$ cat config.mk
export PLATFORM = sky130hd
export DESIGN_NAME = bank_switch_irq_counter_mapper_core
export DESIGN_NICKNAME = d
export VERILOG_FILES = /design/src/hdl/bsicm_pkg.sv /design/src/hdl/bsicm_cfg.sv /design/src/hdl/bsicm_core.sv /design/src/hdl/bank_switch_irq_counter_mapper_core.sv
export SDC_FILE = /design/constraint.sdc
export NUM_CORES = 1
export LEC_CHECK = 0
export BUFFER_PORTS_ARGS = -buffer_cell sky130_fd_sc_hd__buf_2
export CORE_ASPECT_RATIO = 1.2
export CORE_UTILIZATION = 59
export DETAILED_ROUTE_END_ITERATION = 6
export PLACE_DENSITY = 0.85
export SETUP_SLACK_MARGIN = 0.1
export SLEW_MARGIN = 20
export SYNTH_ARGS = -nofsm -noshare
export SYNTH_HDL_FRONTEND = slang
export SYNTH_SLANG_ARGS = --single-unit
$ cat constraint.sdc
create_clock -name clk -period 8.3 [get_ports clk]
set_input_delay 0.415 -clock clk [delete_from_list [all_inputs] [get_ports clk]]
set_output_delay 0.415 -clock clk [all_outputs]
set_load 0.005 [all_outputs]
$ cat src/hdl/bsicm_pkg.sv
// Shared types, address codes and helpers for the bank switch interrupt counter mapper.
`default_nettype none
package bsicm_pkg;

  // Item kinds
  typedef enum logic {
    CMD_WRITE = 1'b0,
    CMD_TICK  = 1'b1
  } cmd_t;

  // Address regions, taken from address bits 15..12
  localparam logic [3:0] REGION_PRG0 = 4'h8;
  localparam logic [3:0] REGION_CTRL = 4'h9;
  localparam logic [3:0] REGION_PRG1 = 4'hA;
  localparam logic [3:0] REGION_CHR  = 4'hB;
  localparam logic [3:0] REGION_PRG2 = 4'hC;

  // Control register codes within the control region, address bits 2..0
  localparam logic [2:0] CTRL_MIRROR  = 3'd1;
  localparam logic [2:0] CTRL_ENABLE  = 3'd3;
  localparam logic [2:0] CTRL_RELOAD  = 3'd4;
  localparam logic [2:0] CTRL_LOAD_HI = 3'd5;
  localparam logic [2:0] CTRL_LOAD_LO = 3'd6;

  // Configuration register indexes
  localparam logic REG_PRG_MAX = 1'b0;
  localparam logic REG_CHR_MAX = 1'b1;

  localparam int unsigned ADDR_W     = 3;
  localparam logic [7:0]  BANK_MAX_RST = 8'hFF;
  localparam int unsigned PRG_SLOTS  = 3;
  localparam int unsigned CHR_SLOTS  = 8;

  typedef struct packed {
    cmd_t        command;
    logic [15:0] bus_address;
    logic [7:0]  bus_data;
  } item_t;

  typedef struct packed {
    logic [7:0] prg_max;
    logic [7:0] chr_max;
  } limits_t;

  typedef struct packed {
    logic       irq_out;
    logic       mirror_horizontal_out;
    logic [7:0] prg_bank_first;
    logic [7:0] prg_bank_second;
    logic [7:0] prg_bank_third;
    logic       chr_write_valid;
    logic [2:0] chr_slot;
    logic [7:0] chr_bank;
  } result_t;

  // Fold an out-of-range bank to within the maximum by masking it with the maximum
  function automatic logic [7:0] limit_bank(input logic [7:0] v, input logic [7:0] max);
    return (v > max) ? (v & max) : v;
  endfunction

endpackage
`default_nettype wire

$ cat src/hdl/bsicm_cfg.sv
// APB-style register file holding the two bank limits.
`default_nettype none
module bsicm_cfg (
  input  wire logic                          clk,
  input  wire logic                          rst_n,
  input  wire logic                          psel,
  input  wire logic                          penable,
  input  wire logic                          pwrite,
  input  wire logic [bsicm_pkg::ADDR_W-1:0]  paddr,
  input  wire logic [31:0]                   pwdata,
  output logic [31:0]                        prdata,
  output logic                               pready,
  output bsicm_pkg::limits_t                 limits
);
  import bsicm_pkg::*;

  logic [7:0] prg_max_r;
  logic [7:0] chr_max_r;
  logic       wr_en;
  logic       reg_idx;

  assign pready  = 1'b1;
  assign reg_idx = paddr[2];
  assign wr_en   = psel & penable & pwrite;

  always_ff @(posedge clk) begin
    if (!rst_n) begin
      prg_max_r <= BANK_MAX_RST;
      chr_max_r <= BANK_MAX_RST;
    end else if (wr_en) begin
      if (reg_idx == REG_PRG_MAX) begin
        prg_max_r <= pwdata[7:0];
      end else begin
        chr_max_r <= pwdata[7:0];
      end
    end
  end

  always_comb begin
    prdata = '0;
    if (reg_idx == REG_PRG_MAX) begin
      prdata[7:0] = prg_max_r;
    end else begin
      prdata[7:0] = chr_max_r;
    end
  end

  assign limits.prg_max = prg_max_r;
  assign limits.chr_max = chr_max_r;

endmodule
`default_nettype wire

$ cat src/hdl/bsicm_core.sv
// Mapper state: bank registers, mirroring, interrupt counter and its update logic.
`default_nettype none
module bsicm_core (
  input  wire logic               clk,
  input  wire logic               rst_n,
  input  wire logic               step_en,
  input  wire bsicm_pkg::item_t   item,
  input  wire bsicm_pkg::limits_t limits,
  output bsicm_pkg::result_t      result
);
  import bsicm_pkg::*;

  logic [7:0]  prg_r   [PRG_SLOTS];
  logic [7:0]  prg_nxt [PRG_SLOTS];
  logic [7:0]  chr_r   [CHR_SLOTS];
  logic [7:0]  chr_nxt [CHR_SLOTS];
  logic        mirror_r, mirror_nxt;
  logic        cnt_en_r, cnt_en_nxt;
  logic [15:0] cnt_r, cnt_nxt;
  logic [15:0] reload_r, reload_nxt;
  logic        delay_r, delay_nxt;
  logic        irq_r, irq_nxt;

  logic [3:0]  region;
  logic [2:0]  low3;
  logic [7:0]  prg_val;
  logic [7:0]  chr_val;

  assign region  = item.bus_address[15:12];
  assign low3    = item.bus_address[2:0];
  assign prg_val = limit_bank(item.bus_data, limits.prg_max);
  assign chr_val = limit_bank(item.bus_data, limits.chr_max);

  always_comb begin
    prg_nxt    = prg_r;
    chr_nxt    = chr_r;
    mirror_nxt = mirror_r;
    cnt_en_nxt = cnt_en_r;
    cnt_nxt    = cnt_r;
    reload_nxt = reload_r;
    delay_nxt  = delay_r;
    irq_nxt    = irq_r;
    result     = '0;

    if (item.command == CMD_TICK) begin
      // A delay armed on the previous tick raises the line now
      if (delay_r) begin
        delay_nxt = 1'b0;
        irq_nxt   = 1'b1;
      end
      if (cnt_en_r && (cnt_r != 16'd0)) begin
        cnt_nxt = cnt_r - 16'd1;
        if (cnt_r == 16'd1) begin
          cnt_en_nxt = 1'b0;
          delay_nxt  = 1'b1;
        end
      end
    end else begin
      case (region)
        REGION_PRG0: prg_nxt[0] = prg_val;
        REGION_PRG1: prg_nxt[1] = prg_val;
        REGION_PRG2: prg_nxt[2] = prg_val;
        REGION_CHR: begin
          chr_nxt[low3]          = chr_val;
          result.chr_write_valid = 1'b1;
          result.chr_slot        = low3;
          result.chr_bank        = chr_val;
        end
        REGION_CTRL: begin
          case (low3)
            CTRL_MIRROR: mirror_nxt = item.bus_data[7];
            CTRL_ENABLE: begin
              cnt_en_nxt = item.bus_data[7];
              irq_nxt    = 1'b0;
            end
            CTRL_RELOAD: begin
              cnt_nxt = reload_r;
              irq_nxt = 1'b0;
            end
            CTRL_LOAD_HI: reload_nxt = {item.bus_data, reload_r[7:0]};
            CTRL_LOAD_LO: reload_nxt = {reload_r[15:8], item.bus_data};
            default: ;
          endcase
        end
        default: ;
      endcase
    end

    result.irq_out               = irq_nxt;
    result.mirror_horizontal_out = mirror_nxt;
    result.prg_bank_first        = prg_nxt[0];
    result.prg_bank_second       = prg_nxt[1];
    result.prg_bank_third        = prg_nxt[2];
  end

  always_ff @(posedge clk) begin
    if (!rst_n) begin
      for (int i = 0; i < PRG_SLOTS; i++) prg_r[i] <= '0;
      for (int i = 0; i < CHR_SLOTS; i++) chr_r[i] <= '0;
      mirror_r <= 1'b0;
      cnt_en_r <= 1'b0;
      cnt_r    <= '0;
      reload_r <= '0;
      delay_r  <= 1'b0;
      irq_r    <= 1'b0;
    end else if (step_en) begin
      prg_r    <= prg_nxt;
      chr_r    <= chr_nxt;
      mirror_r <= mirror_nxt;
      cnt_en_r <= cnt_en_nxt;
      cnt_r    <= cnt_nxt;
      reload_r <= reload_nxt;
      delay_r  <= delay_nxt;
      irq_r    <= irq_nxt;
    end
  end

endmodule
`default_nettype wire

$ cat src/hdl/bank_switch_irq_counter_mapper_core.sv
// Top level of the bank switch interrupt counter mapper: input stage, core, result stage.
//
// Usage:
//   The input channel (in_valid / in_stall) carries one beat per item: a CPU bus
//   write (in_command 0, with in_bus_address and in_bus_data) or one CPU cycle
//   tick (in_command 1). Every accepted beat yields exactly one result beat on
//   the output channel (out_valid / out_stall) with the interrupt line, the
//   mirroring, the three program banks and any pattern bank write it caused.
//   An accepted beat is captured in the input register, then processed through
//   the core into the result register, and shows on out_* from there. The block
//   takes one beat per clock while out_stall does not hold the result register;
//   the mapper state updates as each beat advances, so a tick may follow any beat.
//   The input register keeps taking beats while a finished result waits; when
//   the receiver holds out_stall high the result register holds, the input
//   register fills, and then in_stall rises until the result is taken.
//   Reset (rst_n low, synchronous) clears all banks, the counter, the reload
//   value and the interrupt, empties both stages and sets both bank limits
//   to 255. The limits are written over the APB port (0x0 program, 0x4 pattern)
//   while the block is idle.
`default_nettype none
module bank_switch_irq_counter_mapper_core (
  input  wire logic                          clk,
  input  wire logic                          rst_n,
  // input channel
  input  wire logic                          in_valid,
  output logic                               in_stall,
  input  wire logic                          in_command,
  input  wire logic [15:0]                   in_bus_address,
  input  wire logic [7:0]                    in_bus_data,
  // result channel
  output logic                               out_valid,
  input  wire logic                          out_stall,
  output logic                               out_irq_out,
  output logic                               out_mirror_horizontal_out,
  output logic [7:0]                         out_prg_bank_first,
  output logic [7:0]                         out_prg_bank_second,
  output logic [7:0]                         out_prg_bank_third,
  output logic                               out_chr_write_valid,
  output logic [2:0]                         out_chr_slot,
  output logic [7:0]                         out_chr_bank,
  // configuration port
  input  wire logic                          psel,
  input  wire logic                          penable,
  input  wire logic                          pwrite,
  input  wire logic [bsicm_pkg::ADDR_W-1:0]  paddr,
  input  wire logic [31:0]                   pwdata,
  output logic [31:0]                        prdata,
  output logic                               pready
);
  import bsicm_pkg::*;

  limits_t limits;
  item_t   s1_item_r;
  logic    s1_valid_r;
  result_t core_res;
  result_t out_res_r;
  logic    out_valid_r;
  logic    advance;
  logic    s1_load;

  bsicm_cfg u_cfg (
    .clk     (clk),
    .rst_n   (rst_n),
    .psel    (psel),
    .penable (penable),
    .pwrite  (pwrite),
    .paddr   (paddr),
    .pwdata  (pwdata),
    .prdata  (prdata),
    .pready  (pready),
    .limits  (limits)
  );

  // Move the held item through the core when the result register is free
  assign advance  = s1_valid_r & (~out_valid_r | ~out_stall);
  assign s1_load  = ~s1_valid_r | advance;
  assign in_stall = ~s1_load;

  always_ff @(posedge clk) begin
    if (!rst_n) begin
      s1_valid_r <= 1'b0;
    end else if (s1_load) begin
      s1_valid_r <= in_valid;
    end
  end

  always_ff @(posedge clk) begin
    if (s1_load && in_valid) begin
      s1_item_r <= item_t'({in_command, in_bus_address, in_bus_data});
    end
  end

  bsicm_core u_core (
    .clk     (clk),
    .rst_n   (rst_n),
    .step_en (advance),
    .item    (s1_item_r),
    .limits  (limits),
    .result  (core_res)
  );

  // Result register: drop the beat once taken, hold it while stalled
  always_ff @(posedge clk) begin
    if (!rst_n) begin
      out_valid_r <= 1'b0;
    end else if (advance) begin
      out_valid_r <= 1'b1;
    end else if (!out_stall) begin
      out_valid_r <= 1'b0;
    end
  end

  always_ff @(posedge clk) begin
    if (advance) begin
      out_res_r <= core_res;
    end
  end

  assign out_valid                 = out_valid_r;
  assign out_irq_out               = out_res_r.irq_out;
  assign out_mirror_horizontal_out = out_res_r.mirror_horizontal_out;
  assign out_prg_bank_first        = out_res_r.prg_bank_first;
  assign out_prg_bank_second       = out_res_r.prg_bank_second;
  assign out_prg_bank_third        = out_res_r.prg_bank_third;
  assign out_chr_write_valid       = out_res_r.chr_write_valid;
  assign out_chr_slot              = out_res_r.chr_slot;
  assign out_chr_bank              = out_res_r.chr_bank;

endmodule
`default_nettype wire

# Yosys cells after proc, flatten, opt, wreduce, memory -nomap -nowiden
# Index checks and enable logic that the tools add are counted.
dict set report classes {
  n_addsub 1
  magnitude_cmp 2
  n_eq_ne 14
  n_mux 29
  bitwise 16
  n_reduce_logical 15
}
# cell n
set ops {}
lappend ops {{16-bit 2-to-1 mux} 4}
lappend ops {{8-bit 2-to-1 mux} 6}
lappend ops {{16-bit case mux with 2 select lines} 1}
lappend ops {{24-bit 2-to-1 mux} 1}
lappend ops {{4-bit equality test, second input constant} 5}
lappend ops {{8-bit AND} 2}
lappend ops {{16-bit by 1-bit equality test with 1-bit output, second input constant} 1}
lappend ops {{8-bit > comparator} 2}
lappend ops {{1-bit 2-to-1 mux} 16}
lappend ops {{16-bit nonzero test} 1}
lappend ops {{16-bit by 1-bit subtractor with 16-bit output, second input constant} 1}
lappend ops {{5-bit AND reduction} 3}
lappend ops {{12-bit 2-to-1 mux} 1}
lappend ops {{3-bit equality test, second input constant} 3}
lappend ops {{1-bit NOT} 9}
lappend ops {{2-bit by 1-bit inequality test with 1-bit output, second input constant} 3}
lappend ops {{2-bit AND reduction} 3}
lappend ops {{2-bit nonzero test} 3}
lappend ops {{4-bit AND reduction} 1}
lappend ops {{2-bit OR reduction} 2}
lappend ops {{1-bit AND} 3}
lappend ops {{3-bit by 1-bit equality test with 1-bit output, second input constant} 1}
lappend ops {{3-bit by 2-bit equality test with 1-bit output, second input constant} 1}
lappend ops {{1-bit logical AND} 2}
lappend ops {{1-bit OR} 2}
dict set report totals {
  reg_bits 141
  output_inout_bits 73
  wordCells 102
}

# Logic depth before layout (Yosys ltp)
# Gate-level depths: netlist of the first run.
dict set report logic_depth {
  word_depth 5
  mapped_depth 8
  depth_no_buf 7
}

# Hierarchy
# From an unflattened synthesis of the first run, not the netlist that was laid out.
dict set report unflattened {
  cells_unflattened 676
  hier_area_um2 6911.6
}
# module instances cells_per_inst area_per_inst_um2 seq_area_each_um2
set by_module_without_submodules {}
lappend by_module_without_submodules {bsicm_core 1 506 3935.0 1201.2}
lappend by_module_without_submodules {bank_switch_irq_counter_mapper_core 1 71 1975.6 1931.9}
lappend by_module_without_submodules {bsicm_cfg 1 99 1001.0 320.3}

# Worst setup path before layout of the first run
# OpenSTA, ideal clock, no wires.
dict set report synth_timing {
  path_kind {input to register}
  from {in out_stall}
  to {reg u_core.reload_r[7]}
  setup_time_ps 128
  t_arrival_ps 2791
  t_required_ps 8172
  path_slack_ps 5382
  stages 8
  path_cell_list {nand2_1 nand2_1 inv_1 clkbuf_1 and4_1 buf_2 mux2i_1 nor2_1}
}
dict set report synth_between {
  elab_chain_cells 4
}
# item line_no
set synth_rtl {}
lappend synth_rtl {{start, declared} bank_switch_irq_counter_mapper_core.sv:32} ;# input wire logic out_stall,
lappend synth_rtl {{1-bit NOT} bank_switch_irq_counter_mapper_core.sv:75} ;# assign advance = s1_valid_r & (~out_valid_r | ~out_stall);
lappend synth_rtl {{1-bit OR} bank_switch_irq_counter_mapper_core.sv:75}
lappend synth_rtl {{1-bit AND} bank_switch_irq_counter_mapper_core.sv:75}
lappend synth_rtl {{named net advance} bank_switch_irq_counter_mapper_core.sv:58} ;# logic advance;
lappend synth_rtl {{5-bit AND reduction (no source line)} --}
lappend synth_rtl {{end signal, assigned} bsicm_core.sv:112} ;# reload_r <= reload_nxt;
lappend synth_rtl {{end, declared} bsicm_core.sv:20} ;# logic [15:0] reload_r, reload_nxt;
# The timed path passes the listed nets, and every way through them passes these cells.
# A chain may end at the register's enable or synchronous reset.

==> results of run 1 <==
[logic make-up after synthesis]
family	synth area share
adder cells (fa/ha/maj)	0.0662
other	0.00114
AO/OA/AOI/OAI	0.174
multiplexers	0.0342
buffers and inverters	0.0660
flip-flops	0.481
AND/OR/NAND/NOR	0.177
[state kept, by name, indices dropped and copies added, names as in the netlist, 16 cells and up]
| name | cells |
|---|---|
| s1_item_r | 16 |
| u_core.cnt_r | 16 |
| u_core.prg_r | 24 |
| u_core.reload_r | 16 |
[cell type report]
cell class	count	share of cell area
inverters	25	0.0124
repair buffers	83	0.0562
clock buffers	19	0.0585
well taps	132	0.0218
clock inverters	13	0.0241
multi-input cells	496	0.407
flip-flops and latches	132	0.420
[per-stage QoR]
| step | util | setup WS, ns | instances | hold WS [ns] |
|---|---|---|---|---|
| floorplan | - | 5.38 | 711 | 0.425 |
| global placement | 0.633 | 5.21 | 868 | 0.433 |
| detailed placement | 0.633 | 5.10 | 868 | 0.444 |
| CTS | 0.690 | 5.10 | 900 | 0.160 |
| global route | 0.690 | 4.91 | 900 | 0.160 |
| finish | 0.690 | 4.96 | 900 | 0.170 |
[cells in the mapped netlist (3+ instances only)]
cell type  count
a2bb2oi_1      3
mux2i_1       20
buf_6          3
inv_1         25
o21a_1         3
a21oi_1       48
a31oi_1        9
o32ai_1       13
or3_1         14
o2bb2ai_1      8
nor2b_1        5
ha_1          35
a22oi_1        5
o211ai_1      33
nor3_1        16
and2_1         3
o21ai_0       43
dfxtp_1       78
nand3_1       16
edfxtp_1      54
and3_1         5
nand4_1       19
nor2_1        50
buf_2          4
buf_4         26
clkbuf_1      23
nand2_1       85
[worst paths after layout]
path / startpoint / end
max: s1_item_r[7]$_DFFE_PP_ / out_prg_bank_second[5]$_DFFE_PP_
min: in_bus_data[5] / s1_item_r[5]$_DFFE_PP_
max reg2reg: s1_item_r[7]$_DFFE_PP_ / out_prg_bank_second[5]$_DFFE_PP_
min reg2reg: u_core.prg_r[20]$_SDFFE_PN0P_ / u_core.prg_r[20]$_SDFFE_PN0P_
[per-layer routing]
layer	vias up	share of wire	global-route usage
met5	-	0	0
met4	0	0.033	0.147
met3	58	0.074	0.0635
met2	312	0.48	0.439
met1	2654	0.41	0.336
li1	2605	-	-
[power by group through the flow]
stage	sequential, W	clock, W	combinational (W)
floorplan	0.000717	0	0.0000783
global placement	0.000720	0	0.000104
detailed placement	0.000721	0	0.000110
CTS	0.000708	0.000791	0.000111
global route	0.000709	0.000822	0.000123
finish	0.000708	0.000786	0.000112
[critical path, stage by stage, from the launching register on]
cell	delay (ns)
edfxtp_1	0.77
ha_1	0.39
nand4_1	0.49
nor2_1	0.26
or3_1	0.41
o211ai_1	0.55
a21oi_1	0.18
==> impl_metrics.toml, run 1 <==
[outcome]
outcome = "completed"

[timing]
fmax_ghz = 0.300
report.final.slew_viol_count = 0
skew_ns = 0.00744
finalSetupViolCount = 0
tightestPinTransition_ns = 1.02
finalCritPeriodShare = 0.402
hold_violations = 0
slew_headroom = 0.321
period_minus_slack_ns = 3.34
setup_tns_ns = 0
rsz0062_at_grt = "false"

[power]
vdd_ir_drop_max_uv = 114
power_frac_clock = 0.489
p_total_w = 0.00161
switching_share = 0.227
power_frac_seq = 0.441
combPwrFrac = 0.070
power_switching_w = 0.000365
p_per_area_nw_per_um2 = 212
p_leak_nw = 3.09
internal_power_w = 0.00124

[route]
antenna_left = 0
drt_iter0_drc = 563
wirelength_um = 15500
vias = 5629
drt-vias-per-instance = 6.25
first_pass_iters = 6
route.detailed.drc = 0
wl_per_cell_um = 17.2

[grt]
grt_overflow = 0
grt_antenna_before_repair = 0
grt_use_total = 0.272
grt_pass1_wl_um = 24700
grt_pass1_vias = 5183
grt_max_degree = 47

[place]
portBuffers = 79
detailed_place.area_um2 = 6950
place.gp.congestion = 0.917
hpwl_um = 10200

[finish]
antennaDiodeCount = 0
multiInputGateArea_um2 = 3080
mostFrequentLayoutCells = "nand2_1, buf_2, dfxtp_1"
mostFrequentLayoutCell = "nand2_1"
drive_gt1_frac = 0.165
design_area_um2 = 7570
syn_to_final_growth_pct = 14.5
ff_latch_area_um2 = 3180
fillers = 814
nNetsFinal = 857

[synth]
netlist.area_leader.share = 0.245
synth_area_per_cell_um2 = 9.61
async_flop_share = 0
synth-seq-area-share = 0.481
synth_seq_cells = 132
ys.flop_type = "dfxtp_1"
synth-edff-count = 54
ys_types = 61
synth_top_area_cell = "edfxtp_1"
yosys_warnings = 0
yosys-top-cells-area = "edfxtp_1, dfxtp_1, ha_1"
synthCells = 688
synth.cell_area_um2 = 6610

[floorplan]
row_count = 42
core_um2 = 11000
io-pin-count = 140
die_w_um = 98.7
die_h_um = 118
start_util = 0.602
dieArea_um2 = 11600

[clock_network]
cts-resized-gates = 0
root_buffer = "clkbuf_16"
clock_path_buffers = 2
cts_setup_buffers = 0
tritoncts = "yes"
numCtsBuffers = 17
clock-sinks = 132
cts_hold_buf = 0
clock_latency_ns = 0.42
clkTransAtPathRegs_ns = 0.06
htreeDepth = 4

[worst_setup_path]
path_class = "flop to flop"
crit_path_end_kind = "flop"
crit_arrival_ns = 3.46
cp-start-kind = "flop"
worst-r2r-cell-count = 6
rrSetupSlack_ns = 4.96
required_ns = 8.42
cp_max_fo = 16

[flow_run]
maxCapViolCount = 0

[min_path]
hp-class = "input pin to flop"
hold_depth = 1
(Power assumes the default switching activity.)
==> run 2: changes to the inputs <==
--- a/config.mk
+++ b/config.mk
@@ -7,9 +7,9 @@
 export LEC_CHECK = 0
 export BUFFER_PORTS_ARGS = -buffer_cell sky130_fd_sc_hd__buf_2
 export CORE_ASPECT_RATIO = 1.2
-export CORE_UTILIZATION = 59
+export CORE_UTILIZATION = 50
 export DETAILED_ROUTE_END_ITERATION = 6
-export PLACE_DENSITY = 0.85
+export PLACE_DENSITY = 0.77
 export SETUP_SLACK_MARGIN = 0.1
 export SLEW_MARGIN = 20
 export SYNTH_ARGS = -nofsm -noshare
==> constraint.sdc (replaced) <==
create_clock -name clk -period 2.8 [get_ports clk]
set_input_delay 0.14 -clock clk [delete_from_list [all_inputs] [get_ports clk]]
set_output_delay 0.14 -clock clk [all_outputs]
set_load 0.005 [all_outputs]
==> impl_metrics.toml, run 2 (synthesis gave the netlist of run 1 again) <==
[outcome]
outcome = "completed"

[clock_network]
tritoncts = "yes"
cts-resized-gates = 0
clock_latency_ns = 0.41
clock-sinks = 132
clkTransAtPathRegs_ns = 0.06
root_buffer = "clkbuf_16"
htreeDepth = 4
numCtsBuffers = 17
clock_path_buffers = 2

[timing]
period_minus_slack_ns = 2.54
timing.hold.ws_ns = 0.267
skew_ns = 0.0109
hold_violations = 0
finalSetupViolCount = 0
rsz0062_at_grt = "false"
tightestPinTransition_ns = 0.980
setup_tns_ns = 0
slew_headroom = 0.345
report.final.slew_viol_count = 0
finalCritPeriodShare = 0.906
fmax_ghz = 0.394
timing.final.ws_setup_ns = 0.263

[floorplan]
start_util = 0.517
dieArea_um2 = 13700
core_um2 = 12800
io-pin-count = 140
die_w_um = 107
die_h_um = 128
row_count = 45

[finish]
nNetsFinal = 902
mostFrequentLayoutCells = "nand2_1, buf_2, dfxtp_1"
largest_register_ffs = 24
regMostFlops = "u_core.prg_r"
drive_gt1_frac = 0.171
antennaDiodeCount = 0
mostFrequentLayoutCell = "nand2_1"
design_area_um2 = 7940
syn_to_final_growth_pct = 20.0

[place]
hpwl_um = 11100
place.gp.congestion = 0.904
detailed_place.area_um2 = 7130
portBuffers = 79
pre_cts_ws_ns = 0.343

[grt]
grt_max_degree = 39
grt_pass1_wl_um = 26200
grt_use_total = 0.246
grt_antenna_before_repair = 0
grt_pass1_vias = 5511
grt_overflow = 0

[worst_setup_path]
critPathSlowestCell = "o211ai_1"
required_ns = 2.92
cp_top_family = "compound AO/OA/AOI/OAI gates"
path_class = "flop to flop"
crit_arrival_ns = 2.66
cp-start-kind = "flop"
crit_buf_inv = 0
cp_max_fo = 8
cp_slowest_stage_delay_ns = 0.56
path_cells = "ha_1 > o21a_1 > a21oi_1 > or3_1 > o211ai_1 > o21ai_0"
crit_path_end_kind = "flop"

[power]
p_per_area_nw_per_um2 = 569
p_leak_nw = 3.25
vdd_ir_drop_max_uv = 453

[route]
drt_iter0_drc = 515
wirelength_um = 16300
vias = 5685
drt-vias-per-instance = 5.82
antenna_left = 0
wl_per_cell_um = 16.7
first_pass_iters = 5
route.detailed.drc = 0

[min_path]
hp-class = "input pin to flop"

[flow_run]
maxCapViolCount = 0
## run 2: final cells by class
type	instances	area, µm²
multi-input combinational	496	3080
inverter	25	93.8
clock inverter	3	17.5
tap	164	205
sequential	132	3180
fill	1018	4840
clock buffer	28	529
timing repair buffer	128	828
## run 2: layer usage
layer | vias to the layer above | routed length, µm | global-route usage
met5 | - | 0 | 0
met4 | 0 | 506 | 0.117
met3 | 42 | 1130 | 0.0671
met2 | 262 | 8240 | 0.428
met1 | 2677 | 6430 | 0.279
li1 | 2704 | - | -
## run 2: final timing paths
path / start / endpoint / slack, ns / cells after the start
min: rst_n / u_cfg.prg_max_r[0]$_SDFFE_PN1P_ / 0.27 / 3
min reg2reg: u_core.prg_r[19]$_SDFFE_PN0P_ / u_core.prg_r[19]$_SDFFE_PN0P_ / 0.46 / 2
max reg2reg: s1_item_r[7]$_DFFE_PP_ / out_prg_bank_third[3]$_DFFE_PP_ / 0.26 / 6
max: s1_item_r[7]$_DFFE_PP_ / out_prg_bank_third[3]$_DFFE_PP_ / 0.26 / 6
## run 2: what timing repair did
action                                 4_1_cts  5_1_grt
buffers inserted                             0        0
endpoints found under the hold margin       33        0
hold buffers                                26        0
## run 2: metrics by stage
stage                     cells  power (W)   util
final                       976    0.00451  0.621
after global routing        976    0.00465  0.621
after CTS                   976    0.00453  0.621
after detailed placement    919    0.00248  0.558
after global placement      919    0.00246  0.558
after floorplan             711    0.00236      -
## run 2: worst min-delay path, stage by stage
cell	delay, ns
buf_2	0.12
buf_4	0.27
nand2_1	0.10
## run 2: where the power goes
part           internal, W  total, W  switching, W
logic             0.000154  0.000400      0.000246
clock network      0.00128   0.00203      0.000756
registers          0.00205   0.00208     0.0000279
total              0.00348   0.00451       0.00103
